<file path="src/rtl/adpe_pkg.sv">
// Shared types, codes and a decode helper for the A32 data-processing execute block.
package adpe_pkg;

  localparam logic [3:0]  CondAlways = 4'd14;
  localparam logic [3:0]  PcIndex    = 4'd15;
  localparam logic [31:0] PcStep     = 32'd4;

  typedef enum logic [1:0] {
    OUT_EXEC     = 2'd0,
    OUT_FALLBACK = 2'd1,
    OUT_NOT_DP   = 2'd2
  } outcome_t;

  typedef enum logic [3:0] {
    OP_AND = 4'd0,  OP_EOR = 4'd1,  OP_SUB = 4'd2,  OP_RSB = 4'd3,
    OP_ADD = 4'd4,  OP_ADC = 4'd5,  OP_SBC = 4'd6,  OP_RSC = 4'd7,
    OP_TST = 4'd8,  OP_TEQ = 4'd9,  OP_CMP = 4'd10, OP_CMN = 4'd11,
    OP_ORR = 4'd12, OP_MOV = 4'd13, OP_BIC = 4'd14, OP_MVN = 4'd15
  } alu_op_t;

  typedef struct packed {
    logic [31:0] instr_word;
    logic [31:0] first_operand;
    logic [31:0] second_reg_value;
    logic [3:0]  flags_now;
    logic [31:0] pc_now;
  } req_t;

  typedef struct packed {
    outcome_t    outcome;
    logic        dest_write;
    logic [3:0]  dest_index;
    logic [31:0] dest_value;
    logic [3:0]  flags_next;
    logic [31:0] pc_next;
  } rsp_t;

  // Classified transaction handed from the front end to the back end
  typedef struct packed {
    outcome_t    kind;
    alu_op_t     op;
    logic        s_bit;
    logic [31:0] opa;
    logic [31:0] opb;
    logic [3:0]  flags;
    logic        rot_c_en;
    logic        rot_c;
    logic [3:0]  rd;
    logic [31:0] pc;
  } uop_t;

  // Class test from the A32 decode table: true for data-processing words
  function automatic logic is_data_proc(input logic [31:0] w);
    logic [2:0] cls;
    logic       misc;
    logic [3:0] lo;
    logic [1:0] op2;
    logic       res;
    cls  = w[27:25];
    misc = (w[24:23] == 2'b10) && !w[20];
    lo   = w[7:4];
    op2  = w[22:21];
    res  = 1'b1;
    if (cls == 3'd1) begin
      res = !misc;
    end else if (cls != 3'd0) begin
      res = 1'b0;
    end else if (!lo[0]) begin
      res = !(misc && ((lo == 4'd0) || lo[3]));
    end else if (lo[3]) begin
      res = 1'b0;
    end else if (misc) begin
      if ((lo == 4'd1) && ((op2 == 2'd1) || (op2 == 2'd3))) begin
        res = 1'b0;
      end
      if (((lo == 4'd3) || (lo == 4'd7)) && (op2 == 2'd1)) begin
        res = 1'b0;
      end
      if (lo == 4'd5) begin
        res = 1'b0;
      end
    end
    return res;
  endfunction

endpackage

</file>
<file path="src/rtl/a32_data_op_execute.sv">
// Top level of the A32 data-processing execute block.
// Usage:
//   Input: drive req and raise start; the transaction is taken at a rising
//   edge where start is high and busy is low. busy rises only when the
//   two-entry queue between front end and back end is full.
//   Output: each transaction yields one result on rsp, marked by done for
//   exactly one cycle; the receiver must take it then.
// Path: the accepting edge writes the transaction into the queue; the back
//   end pops it from there and registers the result together with done.
// Throughput: one transaction per cycle. The front end classifies in the
//   accept cycle, the back end pops one entry and runs the ALU per cycle,
//   so the queue never holds more than one entry and busy stays low.
// Reset: synchronous rst empties the queue and drops done; in-flight
//   transactions are discarded.
// Stalls: the receiver cannot stall, so results are never held back.
module a32_data_op_execute (
  input  logic           clk,
  input  logic           rst,
  input  logic           start,
  output logic           busy,
  input  adpe_pkg::req_t req,
  output logic           done,
  output adpe_pkg::rsp_t rsp
);

  adpe_pkg::uop_t front_uop;
  adpe_pkg::uop_t back_uop;
  logic           q_empty;
  logic           q_full;
  logic           accept;
  logic           pop;

  assign busy   = q_full;
  assign accept = start && !q_full;
  assign pop    = !q_empty;

  adpe_front u_front (
    .req (req),
    .uop (front_uop)
  );

  adpe_queue u_queue (
    .clk       (clk),
    .rst       (rst),
    .push      (accept),
    .push_data (front_uop),
    .pop       (pop),
    .pop_data  (back_uop),
    .empty     (q_empty),
    .full      (q_full)
  );

  adpe_back u_back (
    .clk  (clk),
    .rst  (rst),
    .go   (pop),
    .uop  (back_uop),
    .done (done),
    .rsp  (rsp)
  );

endmodule

</file>
<file path="src/rtl/adpe_front.sv">
// Front end: classifies an accepted instruction and prepares its operands.
module adpe_front (
  input  adpe_pkg::req_t req,
  output adpe_pkg::uop_t uop
);

  logic [31:0] w;
  logic [4:0]  rot;
  logic [63:0] imm_pair;
  logic [31:0] imm_rot;
  logic        shifted;

  assign w        = req.instr_word;
  assign rot      = {w[11:8], 1'b0};
  assign imm_pair = {w[7:0], 24'd0, w[7:0], 24'd0} >> 24;
  assign imm_rot  = 32'(imm_pair >> rot);
  assign shifted  = !w[25] && (w[11:4] != 8'd0);

  // Classify and select the second operand
  always_comb begin
    uop.op        = adpe_pkg::alu_op_t'(w[24:21]);
    uop.s_bit     = w[20];
    uop.opa       = req.first_operand;
    uop.opb       = w[25] ? imm_rot : req.second_reg_value;
    uop.flags     = req.flags_now;
    uop.rot_c_en  = w[25] && w[20] && (rot != 5'd0);
    uop.rot_c     = imm_rot[31];
    uop.rd        = w[15:12];
    uop.pc        = req.pc_now;
    if (w[31:28] != adpe_pkg::CondAlways) begin
      uop.kind = adpe_pkg::OUT_FALLBACK;
    end else if (!adpe_pkg::is_data_proc(w)) begin
      uop.kind = adpe_pkg::OUT_NOT_DP;
    end else if (shifted || (w[15:12] == adpe_pkg::PcIndex)) begin
      uop.kind = adpe_pkg::OUT_FALLBACK;
    end else begin
      uop.kind = adpe_pkg::OUT_EXEC;
    end
  end

endmodule

</file>
<file path="src/rtl/adpe_queue.sv">
// Two-entry queue between the front end and the back end.
module adpe_queue (
  input  logic           clk,
  input  logic           rst,
  input  logic           push,
  input  adpe_pkg::uop_t push_data,
  input  logic           pop,
  output adpe_pkg::uop_t pop_data,
  output logic           empty,
  output logic           full
);

  adpe_pkg::uop_t mem [2];
  logic           wr_ptr;
  logic           rd_ptr;
  logic [1:0]     count;

  assign empty    = (count == 2'd0);
  assign full     = (count == 2'd2);
  assign pop_data = mem[rd_ptr];

  // Store pushed transactions
  always_ff @(posedge clk) begin
    if (push) begin
      mem[wr_ptr] <= push_data;
    end
  end

  // Advance pointers and occupancy
  always_ff @(posedge clk) begin
    if (rst) begin
      wr_ptr <= 1'b0;
      rd_ptr <= 1'b0;
      count  <= 2'd0;
    end else begin
      if (push) begin
        wr_ptr <= !wr_ptr;
      end
      if (pop) begin
        rd_ptr <= !rd_ptr;
      end
      if (push && !pop) begin
        count <= count + 2'd1;
      end else if (pop && !push) begin
        count <= count - 2'd1;
      end
    end
  end

endmodule

</file>
<file path="src/rtl/adpe_back.sv">
// Back end: runs the ALU on a classified transaction and registers the result.
module adpe_back (
  input  logic           clk,
  input  logic           rst,
  input  logic           go,
  input  adpe_pkg::uop_t uop,
  output logic           done,
  output adpe_pkg::rsp_t rsp
);

  logic [31:0]    x;
  logic [31:0]    y;
  logic           ci;
  logic [32:0]    sum;
  logic [31:0]    r;
  logic           arith;
  logic           no_dest;
  logic           upd;
  logic [3:0]     f_base;
  logic [3:0]     f_new;
  logic           v;
  adpe_pkg::rsp_t rsp_next;

  // Select adder operands and logic result
  always_comb begin
    x     = uop.opa;
    y     = uop.opb;
    ci    = 1'b0;
    arith = 1'b1;
    case (uop.op)
      adpe_pkg::OP_SUB, adpe_pkg::OP_CMP: begin
        y = ~uop.opb; ci = 1'b1;
      end
      adpe_pkg::OP_RSB: begin
        x = uop.opb; y = ~uop.opa; ci = 1'b1;
      end
      adpe_pkg::OP_ADD, adpe_pkg::OP_CMN: begin
        ci = 1'b0;
      end
      adpe_pkg::OP_ADC: begin
        ci = uop.flags[1];
      end
      adpe_pkg::OP_SBC: begin
        y = ~uop.opb; ci = uop.flags[1];
      end
      adpe_pkg::OP_RSC: begin
        x = uop.opb; y = ~uop.opa; ci = uop.flags[1];
      end
      default: begin
        arith = 1'b0;
      end
    endcase
  end

  assign sum = {1'b0, x} + {1'b0, y} + {32'd0, ci};
  assign v   = (~(x[31] ^ y[31])) & (x[31] ^ sum[31]);

  always_comb begin
    case (uop.op)
      adpe_pkg::OP_AND, adpe_pkg::OP_TST: r = uop.opa & uop.opb;
      adpe_pkg::OP_EOR, adpe_pkg::OP_TEQ: r = uop.opa ^ uop.opb;
      adpe_pkg::OP_ORR:                   r = uop.opa | uop.opb;
      adpe_pkg::OP_MOV:                   r = uop.opb;
      adpe_pkg::OP_BIC:                   r = uop.opa & ~uop.opb;
      adpe_pkg::OP_MVN:                   r = ~uop.opb;
      default:                            r = sum[31:0];
    endcase
  end

  // Build flags and the result record
  assign no_dest = (uop.op == adpe_pkg::OP_TST) || (uop.op == adpe_pkg::OP_TEQ) ||
                   (uop.op == adpe_pkg::OP_CMP) || (uop.op == adpe_pkg::OP_CMN);
  assign upd     = uop.s_bit || no_dest;
  assign f_base  = uop.rot_c_en ? {uop.flags[3:2], uop.rot_c, uop.flags[0]} : uop.flags;

  always_comb begin
    if (!upd) begin
      f_new = f_base;
    end else if (arith) begin
      f_new = {r[31], (r == 32'd0), sum[32], v};
    end else begin
      f_new = {r[31], (r == 32'd0), f_base[1:0]};
    end
  end

  always_comb begin
    rsp_next.outcome    = uop.kind;
    rsp_next.dest_index = uop.rd;
    if (uop.kind == adpe_pkg::OUT_EXEC) begin
      rsp_next.dest_write = !no_dest;
      rsp_next.dest_value = no_dest ? 32'd0 : r;
      rsp_next.flags_next = f_new;
      rsp_next.pc_next    = uop.pc + adpe_pkg::PcStep;
    end else begin
      rsp_next.dest_write = 1'b0;
      rsp_next.dest_value = 32'd0;
      rsp_next.flags_next = uop.flags;
      rsp_next.pc_next    = uop.pc;
    end
  end

  // Register done from go; the result is registered alongside it
  always_ff @(posedge clk) begin
    if (rst) begin
      done <= 1'b0;
    end else begin
      done <= go;
    end
  end

  always_ff @(posedge clk) begin
    if (go) begin
      rsp <= rsp_next;
    end
  end

endmodule

</file>
<file path="config.mk">
export PLATFORM = sky130hd
export DESIGN_NAME = a32_data_op_execute
export DESIGN_NICKNAME = d
export VERILOG_FILES = /design/src/rtl/adpe_pkg.sv /design/src/rtl/a32_data_op_execute.sv /design/src/rtl/adpe_front.sv /design/src/rtl/adpe_queue.sv /design/src/rtl/adpe_back.sv
export SDC_FILE = /design/constraint.sdc
export NUM_CORES = 1
export LEC_CHECK = 0
export BUFFER_PORTS_ARGS = -buffer_cell sky130_fd_sc_hd__buf_2
export CORE_MARGIN = 10
export CORE_UTILIZATION = 30
export DETAILED_ROUTE_END_ITERATION = 16
export PLACE_DENSITY_LB_ADDON = 0.2
export SYNTH_ARGS = -nofsm -noshare
export SYNTH_HDL_FRONTEND = slang
export SYNTH_SLANG_ARGS = --single-unit
</file>
<file path="constraint.sdc">
create_clock -name clk -period 6.6 [get_ports clk]
set_input_delay 0.66 -clock clk [delete_from_list [all_inputs] [get_ports clk]]
set_output_delay 0.66 -clock clk [all_outputs]
set_load 0.02 [all_outputs]
</file>
== After elaboration in Yosys (flattened, before gate mapping) ==
Memory sizes are Yosys's and may differ from the RTL's. A register that Yosys moved wholly into a read port is not among the register bits.
Cells that the tools add are included.
W data, S select, Z words.

* Bits in registers: 80
* Bits in latches: 0
* RAM bits: 226
* Memory bits (read-only): 0
* Input bits: 135
* Output and inout port bits: 77
* Word-level logic and storage cells: 127
* Memories kept: 1

* $add $sub $neg: 5
* $mul: 0
* Div/mod/pow operators: 0
* Order comparisons: 0
* Eq/ne operators: 26
* Shift-type cells: 1
* Multiplexer cells: 28
* Bitwise operators: 11
* Reduce and logical (&&, ||, !) cells: 45

{| class="wikitable"
|+ Memory list
! name !! depth !! width !! rd ports !! clocked after Yosys merged registers in !! write ports !! line !! RTL
|-
| u_queue.mem || 2 || 113 || 1 || 1 || 1 || adpe_queue.sv:13 || <nowiki>adpe_pkg::uop_t mem [2];</nowiki>
|}

{| class="wikitable"
|+ Operator list
! kind !! number
|-
| $pmux W32 S6 || 1
|-
| $and A32 B32 Y32 || 2
|-
| $mux W32 || 2
|-
| $not A32 Y32 || 2
|-
| $pmux W32 S2 || 1
|-
| $shr A40 B5 Y32 || 1
|-
| $eq A4 B4 Y1 const B || 9
|-
| $mux W36 || 1
|-
| $add A32 B32 Y33 || 1
|-
| $add A33 B1 Y33 || 1
|-
| $add A32 B3 Y32 const B || 1
|-
| $logic_not A32 Y1 || 1
|-
| $or A32 B32 Y32 || 1
|-
| $xor A32 B32 Y32 || 1
|-
| $eq A4 B3 Y1 const B || 6
|-
| $mux W1 || 15
|-
| $eq A4 B2 Y1 const B || 3
|-
| $mux W2 || 6
|-
| $logic_and A1 B1 Y1 || 10
|-
| $logic_not A1 Y1 || 10
|-
| $reduce_or A3 Y1 || 3
|-
| $eq A4 B1 Y1 const B || 2
|-
| $logic_not A4 Y1 || 2
|-
| $logic_or A1 B1 Y1 || 8
|-
| 18 further kinds || 26
|}

== Depth between registers and ports, before layout ==
Gate-level depths: netlist of run 1.

* Word-level depth: 14
* Gate-level depth with buffers: 24
* Mapped depth without buffers: 18

== Modules after synthesis ==
Synthesis of run 1 repeated with hierarchy kept, for this count alone.

* Cells, all modules: 1715
* Area, all modules: 18654.1 um2

{| class="wikitable"
|+ By module, submodules not included
! module !! times used !! cells an instance !! area each (um2)
|-
| adpe_queue || 1 || 374 || 8652.0
|-
| adpe_back || 1 || 1103 || 8504.4
|-
| adpe_front || 1 || 236 || 1480.2
|-
| a32_data_op_execute || 1 || 2 || 17.5
|}

== Worst setup path after synthesis of run 1 ==
Ideal clock, no wire load.

* Path kind: input port to flip-flop
* From: input start
* To: memory u_queue.mem[0][0] (netlist name) (enable)
* Library setup time: 0.586 ns
* Arrival time: 5.446 ns
* Required time: 6.014 ns
* Setup slack: 0.568 ns
* Cell stages on the path: 2
* Buffers on the path: 0
* Cells stage by stage: nand2_1 > nor2_1

* Longest elaborated chain between the ends: 3

{| class="wikitable"
|+ RTL lines
! element !! line !! RTL
|-
| start: declaration || a32_data_op_execute.sv:19 || <nowiki>input logic start,</nowiki>
|-
| $logic_and A1 B1 Y1 || a32_data_op_execute.sv:34 || <nowiki>assign accept = start && !q_full;</nowiki>
|-
| $mux W1 || adpe_queue.sv:24 || <nowiki>if (push) begin</nowiki>
|-
| $mux W1 (implied by the code) || adpe_queue.sv:25 || <nowiki>mem[wr_ptr] <= push_data;</nowiki>
|-
| end: declaration || adpe_queue.sv:13 ||
|}

Every way passes these cells.

==> impl_metrics.yaml, run 1 <==
floorplanning:
  start_util: 0.3021
  die_area_sq_um: 69470
  die_x_um: 263.6
  core_sq_um: 58910
  rows: 89
  ioPinCount: 212
  die_h_um: 263.6
yosys:
  avgSynthCellArea_sq_um: 11.37
  yosysSeqAreaShare: 0.5146
  ys_seq_elements: 307
  syn_area_sq_um: 17800
  ys_warn_count: 0
  synth.distinct_cells: 94
  yosys.area.top_type: "edfxtp_1"
  syn-instance-count: 1566
  synth_top_area_share: 0.5078
  synth_edf_count: 301
  yosys-top-cells-area: "edfxtp_1 (51%), ha_1 (4.6%), mux2i_1 (4.2%)"
  synth_nets: 1768
  async_reset_ff_frac: 0
  yosys_most_used_dff: "edfxtp_1"
cts:
  root_buffer: "clkbuf_16"
  cts_hold_buf: 0
  cts.reportedPaths.clkPinSlew_ns: 0.06
  clk_path_buf_depth: 3
  clk_latency_ns: 0.55
  h-tree-depth: 2
  cts_tree: "done"
  cts_buffers: 37
  cts-resized-gates: 0
  postCtsSetupRepairBufs: 0
  clock_sinks: 307
critical_path:
  end_kind: "flop"
  cpPeakStageDelay_ns: 0.67
  reg2reg_depth: 16
  crit_slowest_cell: "mux2i_2"
  critPathCapture: "u_back.rsp[34]"
  rr_startpoint: "u_queue.mem[1][108]"
  setup.worst_path.class: "flop to flop"
  r2r-end: "u_back.rsp[34]"
  start_kind: "flop"
  critPathMaxFanout: 13
  rrSetupSlack_ns: 0.96
  path_cells: "mux2i_2 > nor3_2 > or2_2 > buf_4 > o21ai_0 > ha_1 > a21oi_1 > o21ai_1 > a221oi_2 > a21oi_1 > o21bai_1 > a41oi_1 > a221o_1 > xnor2_1 > o31ai_1 > o41ai_2"
  cp-startpoint: "u_queue.mem[1][108]"
  crit_top_cell: "a21oi_1"
  cp_data_arrival_time_ns: 5.93
  worstPathRequired_ns: 6.89
worst_hold_path:
  min_path_cells: 1
  hp-class: "input pin to flop"
power_and_ir_drop:
  power_leakage_nw: 7.678
  power.density_nw_per_um2: 503.6
  peakVddDrop_mv: 0.1920
sta:
  fin_crit_ns: 5.641
  skew_ns: 0.01419
  setup_viol: 0
  rsz0062_at_grt: "no"
  max_freq_mhz: 177.3
  tightest_slew_ns: 1.220
  hold_violations: 0
  maxSlewViolCount: 0
  max-slew-margin-rel: 0.1868
  fin_crit_sh: 0.8548
  timing.setup.tns_ns: 0
place:
  dpl.hpwl_um: 41270
  port-buffer-count: 207
  gp_congestion: 0.8608
detailed_routing:
  vias: 13330
  drcViolationCount: 0
  dr.pass1.iters: 5
  wirelength_um: 55360
  wl_per_cell_um: 21.67
  drt_iter0_markers: 1067
  routed_via_density: 5.217
  ant_nets: 0
global_routing:
  grt.overflow.total: 0
  grt_max_degree: 78
  antenna_found_initial: 3
  grt_pass1_vias: 13270
  grt_pass1_wl_um: 83740
  grtUsageTotal: 0.1540
flow_run:
  maxCapViolations: 0
cells_and_area:
  drive_gt1_frac: 0.2190
  syn_to_final_growth_pct: 16.49
  fin_util: 0.3520
  num-nets-final: 1958
status:
  status: "finished clean"
-- cell type report --
cell class	count	area [sq um]
Antenna cell	1	2.502
Clock buffer	47	963.4
Clock inverter	17	142.6
Fill cell	5857	38170
Inverter	69	260.3
Multi-Input combinational cell	1107	7984
Sequential cell	307	9163
Tap cell	773	967.2
Timing Repair Buffer	234	1251
-- Yosys cell counts, drive strengths merged, types with 6 or more instances --
library cell and n:
a2111oi 9, a211oi 21, a21boi 6, a21o 18, a21oi 85, a221o 7
a22oi 35, a311oi 7, a31oi 10, and2 20, and3 7, buf 45
clkbuf 38, dfxtp 6, edfxtp 301, ha 65, inv 68, mux2 50
mux2i 91, nand2 124, nand2b 17, nand3 30, nand3b 7, nand4 18
nor2 117, nor2b 19, nor3 20, nor4 7, o2111ai 7, o211ai 19
o21a 7, o21ai 85, o221ai 20, o22ai 23, or2 9, xnor2 28
xor2 31
-- placed cells by master (no fill, tap or decap), drive strengths merged, types with 20 or more instances in the layout --
cell type,n
xor2,31
and2,20
mux2,50
nor2,117
mux2i,91
a211oi,21
xnor2,28
o21ai,85
o221ai,20
a21oi,85
ha,65
buf,234
clkbuf,47
o22ai,23
inv,71
edfxtp,301
a22oi,35
nand3,30
nand2,124
nor3,20
-- critical path: cells and delay by family (launching register included) --
kind / cells / cell delay [ns]
XOR/XNOR: 1 / 0.16
flip-flops: 1 / 0.59
multiplexers: 1 / 0.67
buffers and inverters: 1 / 0.23
AND/OR/NAND/NOR: 2 / 0.55
adder cells (fa/ha/maj): 1 / 0.38
AO/OA/AOI/OAI: 10 / 2.80
-- sequential cells by signal, summed over array words and instances, names as in the netlist, named ones only --
| name | count |
|---|---|
| u_queue.mem | 226 |
| u_queue.count | 2 |
| u_queue.rd_ptr | 1 |
| u_queue.wr_ptr | 1 |
| u_back.done | 1 |
| u_back.rsp | 75 |
-- through the flow --
step	hold WS [ns]	worst slack, ns	cell area [sq um]	power, mW	instances
global placement	0.4838	1.101	19630	8.530	2490
detailed placement	0.5014	0.9909	19630	8.567	2490
CTS	0.2565	0.9776	20730	10.50	2554
global route	0.2599	0.4763	20730	11.18	2554
finish	0.2944	0.9586	20730	10.44	2555
floorplan	0.4658	0.5682	17800	6.895	1566
-- where the power goes --
group	internal [mW]	switching [mW]
clock network	1.08	0.792
logic	1.98	3.65
registers	2.77	0.175
-- kinds of logic (layout without fill, tap and decap cells) --
family | after synthesis | after routing | synth area share
other cells | 0 | 1 | 0
simple gates | 418 | 418 | 0.1160
flops | 307 | 307 | 0.5146
fa+ha+maj | 67 | 67 | 0.04794
compound gates | 422 | 422 | 0.1656
xor+xnor | 59 | 59 | 0.02903
buf+inv | 152 | 367 | 0.03944
mux | 141 | 141 | 0.08738
-- per-layer routing --
metal  part of all wire  wire length, um  global-route usage
met4              0.018             1015             0.03635
met3              0.063             3513             0.03058
met2               0.45            24770              0.2381
met5            0.00061               34                   0
met1               0.47            26030              0.2167
-- worst min path at each step --
stage                          to  slack, ns        startpoint
2_1_floorplan    u_queue.count[1]       0.47  u_queue.count[1]
3_3_place_gp     u_queue.count[1]       0.48  u_queue.count[1]
3_5_place_dp       u_queue.rd_ptr       0.50    u_queue.rd_ptr
4_1_cts        u_queue.mem[1][99]       0.26           req[93]
5_1_grt        u_queue.mem[1][10]       0.26           req[10]
6_report       u_queue.mem[0][14]       0.29           req[14]
Power figures use the tool's default switching activity.
==> run 2, diff against run 1 <==
==> constraint.sdc (replaced) <==
create_clock -name clk -period 6.38 [get_ports clk]
set_input_delay 0.638 -clock clk [delete_from_list [all_inputs] [get_ports clk]]
set_output_delay 0.638 -clock clk [all_outputs]
set_load 0.02 [all_outputs]
==> impl_metrics.yaml, run 2 (synthesized netlist as in run 1, its figures left out) <==
floorplanning:
  ioPinCount: 212
  die_area_sq_um: 69470
  die_x_um: 263.6
  rows: 89
  die_h_um: 263.6
  core_sq_um: 58910
  start_util: 0.3021
power_and_ir_drop:
  peakVddDrop_mv: 0.2047
  power.share.clock: 0.183
  switchingPower_mw: 4.760
  power_leakage_nw: 7.718
  pwr-share-seq: 0.280
  p_int_mw: 6.114
  power.density_nw_per_um2: 522.7
  comb_power_share: 0.537
  swShare: 0.4378
sta:
  fin_crit_ns: 5.533
  max_freq_mhz: 180.7
  fin_crit_sh: 0.8672
  timing.setup.tns_ns: 0
  skew_ns: 0.03152
  max-slew-margin-rel: 0.04986
  maxSlewViolCount: 0
  hold_ws_ns: 0.2673
  setup_viol: 0
  rsz0062_at_grt: "no"
  hold_violations: 0
  tightest_slew_ns: 1.389
detailed_routing:
  ant_nets: 0
  wirelength_um: 55160
  wl_per_cell_um: 21.57
  drcViolationCount: 0
  vias: 13350
  dr.pass1.iters: 7
  routed_via_density: 5.223
  drt_iter0_markers: 1032
critical_path:
  critPathMaxFanout: 15
  setup.worst_path.class: "flop to flop"
  cp_data_arrival_time_ns: 5.82
  path_cells: "nand3_1 > and2_1 > nor2_4 > or2_2 > o21ai_0 > fa_1 > a211oi_1 > o21bai_1 > a2111oi_2 > a21oi_1 > o21bai_1 > a41oi_1 > a221o_1 > xnor2_1 > o31ai_1 > o41ai_2"
  crit_top_cell: "o21bai_1"
  start_kind: "flop"
  end_kind: "flop"
  critical-path-top-delay-family: "compound AO/OA/AOI/OAI gates"
  worstPathRequired_ns: 6.67
  cpPeakStageDelay_ns: 0.63
  crit_slowest_cell: "edfxtp_1"
  path_buf_inv: 0
cells_and_area:
  drive_gt1_frac: 0.2220
  multiInputGateArea_sq_um: 7984
  regArea_sq_um: 9163
  num-fill-cells: 5854
  fin_util: 0.3531
  regMostFlops: "u_queue.mem"
  syn_to_final_growth_pct: 16.88
  layout.cells.most_common_list: "edfxtp_1 (301), buf_2 (207), nand2_1 (123)"
  top_regs: "u_queue.mem x226, u_back.rsp x75, u_queue.count x2"
  num-nets-final: 1962
  final_common_cell: "edfxtp_1"
  antenna_cells: 0
  stdcell_count: 2557
  largest_reg_flops: 226
global_routing:
  grt_max_degree: 74
  grt.overflow.total: 0
  grt_pass1_wl_um: 82650
  grtUsageTotal: 0.1524
  grt_pass1_vias: 13030
  antenna_found_initial: 3
cts:
  cts_hold_buf: 0
  clock_sinks: 307
  postCtsSetupRepairBufs: 0
  cts_tree: "done"
  root_buffer: "clkbuf_16"
  cts_buffers: 35
  clk_latency_ns: 0.56
  h-tree-depth: 2
  cts-resized-gates: 0
  cts.reportedPaths.clkPinSlew_ns: 0.06
  clk_path_buf_depth: 3
place:
  dpl.hpwl_um: 41390
  gp_congestion: 0.8766
  dp.cells: 2496
  port-buffer-count: 207
status:
  status: "finished clean"
worst_hold_path:
  hp-class: "input pin to flop"
flow_run:
  maxCapViolations: 0
## run 2: worst reg2reg max path, delay by kind of cell, from the launching register on
| kind | cells | cell delay, ns |
|---|---|---|
| AO/OA/AOI/OAI | 10 | 2.84 |
| XOR/XNOR | 1 | 0.16 |
| flip-flops | 1 | 0.63 |
| AND/OR/NAND/NOR | 4 | 1.11 |
| adder cells (fa/ha/maj) | 1 | 0.54 |
## run 2: area by class of cell
type	count	area share
well taps	773	0.04649
clock inverters	16	0.01053
inverters	69	0.01251
flip-flops and latches	307	0.4405
repair buffers	240	0.06231
multi-input cells	1107	0.3838
clock buffers	45	0.04391
## run 2: power groups by stage
stage	combinational [mW]	clock [mW]	sequential, mW
after global routing	6.39	2.14	3.10
final	5.84	1.99	3.04
after global placement	5.76	0	3.09
after floorplan	3.74	0	3.39
after CTS	5.81	2.05	3.06
after detailed placement	5.77	0	3.10
## run 2: worst paths after layout
kind | cells after the start | start | slack (ns) | end
worst max register to register | 16 | u_queue.mem[1][107] | 0.85 | u_back.rsp[34]
worst max-delay path | 16 | u_queue.mem[1][107] | 0.85 | u_back.rsp[34]
worst min-delay path | 1 | req[10] | 0.27 | u_queue.mem[0][10]
worst min register to register | 2 | u_queue.rd_ptr | 0.50 | u_queue.rd_ptr
## run 2: metrics by stage
step                      instance area, sq um  worst slack, ns  power, mW
after floorplan                          17800           0.3702      7.133
after global placement                   19670           0.8978      8.844
after detailed placement                 19670           0.9111      8.872
after CTS                                20800           0.9031      10.92
after global routing                     20800           0.3913      11.63
final                                    20800           0.8475      10.87
## run 2: routing by layer
metal	vias to the layer above	global-route usage	part of all wire	wire, um
met1	6496	0.2174	0.47	26170
met4	6	0.03138	0.013	738
met2	431	0.2360	0.46	25120
met5	-	0	0.00062	34
met3	46	0.02779	0.056	3102
li1	6375	-	-	-
==> run 3, diff against run 2 <==
--- a/config.mk
+++ b/config.mk
@@ -9,6 +9,7 @@
 export CORE_MARGIN = 10
 export CORE_UTILIZATION = 30
 export DETAILED_ROUTE_END_ITERATION = 16
+export GPL_TIMING_DRIVEN = 0
 export PLACE_DENSITY_LB_ADDON = 0.2
 export SYNTH_ARGS = -nofsm -noshare
 export SYNTH_HDL_FRONTEND = slang
==> impl_metrics.yaml, run 3 (synthesized netlist as in run 1, its figures left out) <==
cts:
  postCtsSetupRepairBufs: 0
  cts_buffers: 35
  h-tree-depth: 2
  clock_sinks: 307
  clk_path_buf_depth: 3
  root_buffer: "clkbuf_16"
  clk_latency_ns: 0.56
  cts_tree: "done"
  cts.reportedPaths.clkPinSlew_ns: 0.06
sta:
  timing.setup.tns_ns: 0
  hold_ws_ns: 0.2670
  max-slew-margin-rel: 0.2081
  fin_crit_sh: 0.9495
  maxSlewViolCount: 0
  skew_ns: 0.01993
  rsz0062_at_grt: "no"
  hold_violations: 0
  setup_viol: 0
  fin_crit_ns: 6.058
  max_freq_mhz: 165.1
  tightest_slew_ns: 1.158
floorplanning:
  die_h_um: 263.6
  core_sq_um: 58910
  die_x_um: 263.6
  ioPinCount: 212
  rows: 89
  die_area_sq_um: 69470
  start_util: 0.3021
critical_path:
  r2r-end: "u_back.rsp[34]"
  worstPathRequired_ns: 6.76
  critPathMaxFanout: 10
  cp_data_arrival_time_ns: 6.43
  setup.worst_path.class: "flop to flop"
  start_kind: "flop"
  rrSetupSlack_ns: 0.32
  reg2reg_depth: 24
  end_kind: "flop"
cells_and_area:
  largest_reg_flops: 226
  drive_gt1_frac: 0.2232
  fin_util: 0.3588
  antenna_cells: 0
  top_regs: "u_queue.mem x226, u_back.rsp x75, u_queue.count x2"
  regMostFlops: "u_queue.mem"
  syn_to_final_growth_pct: 18.76
  stdcell_count: 2610
  final_common_cell: "edfxtp_1"
  num-nets-final: 2014
  layout.cells.most_common_list: "edfxtp_1 (301), buf_2 (226), nand2_1 (123)"
power_and_ir_drop:
  power_leakage_nw: 7.852
  power.density_nw_per_um2: 528.2
  peakVddDrop_mv: 0.2398
  p_total_mw: 11.16
place:
  gp_congestion: 0.9476
  dp.cells: 2549
  dpl.hpwl_um: 48550
  port-buffer-count: 204
global_routing:
  grt_max_degree: 64
  antenna_found_initial: 5
  grt.overflow.total: 0
  grt_pass1_vias: 13710
  grt_pass1_wl_um: 91200
  grtUsageTotal: 0.1726
detailed_routing:
  wl_per_cell_um: 23.97
  drcViolationCount: 0
  drt_iter0_markers: 1341
  vias: 13730
  wirelength_um: 62550
  ant_nets: 0
  routed_via_density: 5.259
  dr.pass1.iters: 5
flow_run:
  maxCapViolations: 0
status:
  status: "finished clean"
worst_hold_path:
  hp-class: "input pin to flop"
  min_path_cells: 1
  hold_start: "req[99]"
  hold_end: "u_queue.mem[1][105]"
## run 3: layer usage
metal | track usage | wire, um | vias to the layer above
li1 | - | - | 6483
met1 | 0.2282 | 27900 | 6637
met2 | 0.2718 | 28390 | 508
met3 | 0.04583 | 4665 | 87
met4 | 0.04986 | 1551 | 10
met5 | 0 | 52 | -
## run 3: timing repair
| item | in CTS | in global routing |
|---|---|---|
| endpoints found under the setup margin | 7 | 4 |
| pin swaps | 0 | 0 |
| hold buffers | 0 | 0 |
| resized for setup | 9 | 22 |
## run 3: report_power, final
group | internal [mW] | switching, mW
clock | 1.15 | 0.823
combinational | 2.14 | 4.03
sequential | 2.85 | 0.166
## run 3: area by class of cell
type / instances / area (sq um)
fill: 5884 / 37770
sequential: 307 / 9159
multi-input combinational: 1107 / 8021
timing repair buffer: 211 / 1169
tap: 773 / 967.2
clock buffer: 47 / 920.9
buffer: 81 / 451.7
inverter: 69 / 261.5
clock inverter: 15 / 186.4
## run 3: through the flow
step | instance area (sq um) | worst slack [ns]
after detailed placement | 19940 | -0.9048
final | 21140 | 0.3220
after global placement | 19790 | -3.047
after CTS | 21070 | 0.02565
after global routing | 21140 | 0.04441
after floorplan | 17800 | 0.3702
## run 3: how the worst max path moves through the flow
stage | cells after the start | to | slack (ns)
floorplan | 2 | u_queue.mem[0][0] | 0.37
global placement | 3 | u_queue.mem[0][31] | -3.05
detailed placement | 22 | u_back.rsp[34] | -0.90
CTS | 22 | u_back.rsp[34] | 0.03
global route | 24 | u_back.rsp[34] | 0.04
finish | 24 | u_back.rsp[34] | 0.32
## run 3: critical path: stages (launching register included)
cell and delay [ns]:
dfxtp_1 0.32, buf_6 0.14, buf_8 0.17, buf_6 0.21
nand3_1 0.12, and2_1 0.19, buf_2 0.22, nor2_4 0.26
clkbuf_4 0.31, clkbuf_4 0.28, nor2_1 0.07, a21oi_1 0.17
fa_1 0.28, inv_1 0.08, fa_1 0.45, nor2b_1 0.24
o2111ai_1 0.19, a21o_1 0.26, a31oi_1 0.31, a221o_1 0.35
a21o_1 0.20, xnor2_1 0.11, a2111oi_4 0.47, nand4_1 0.21
o41ai_2 0.24
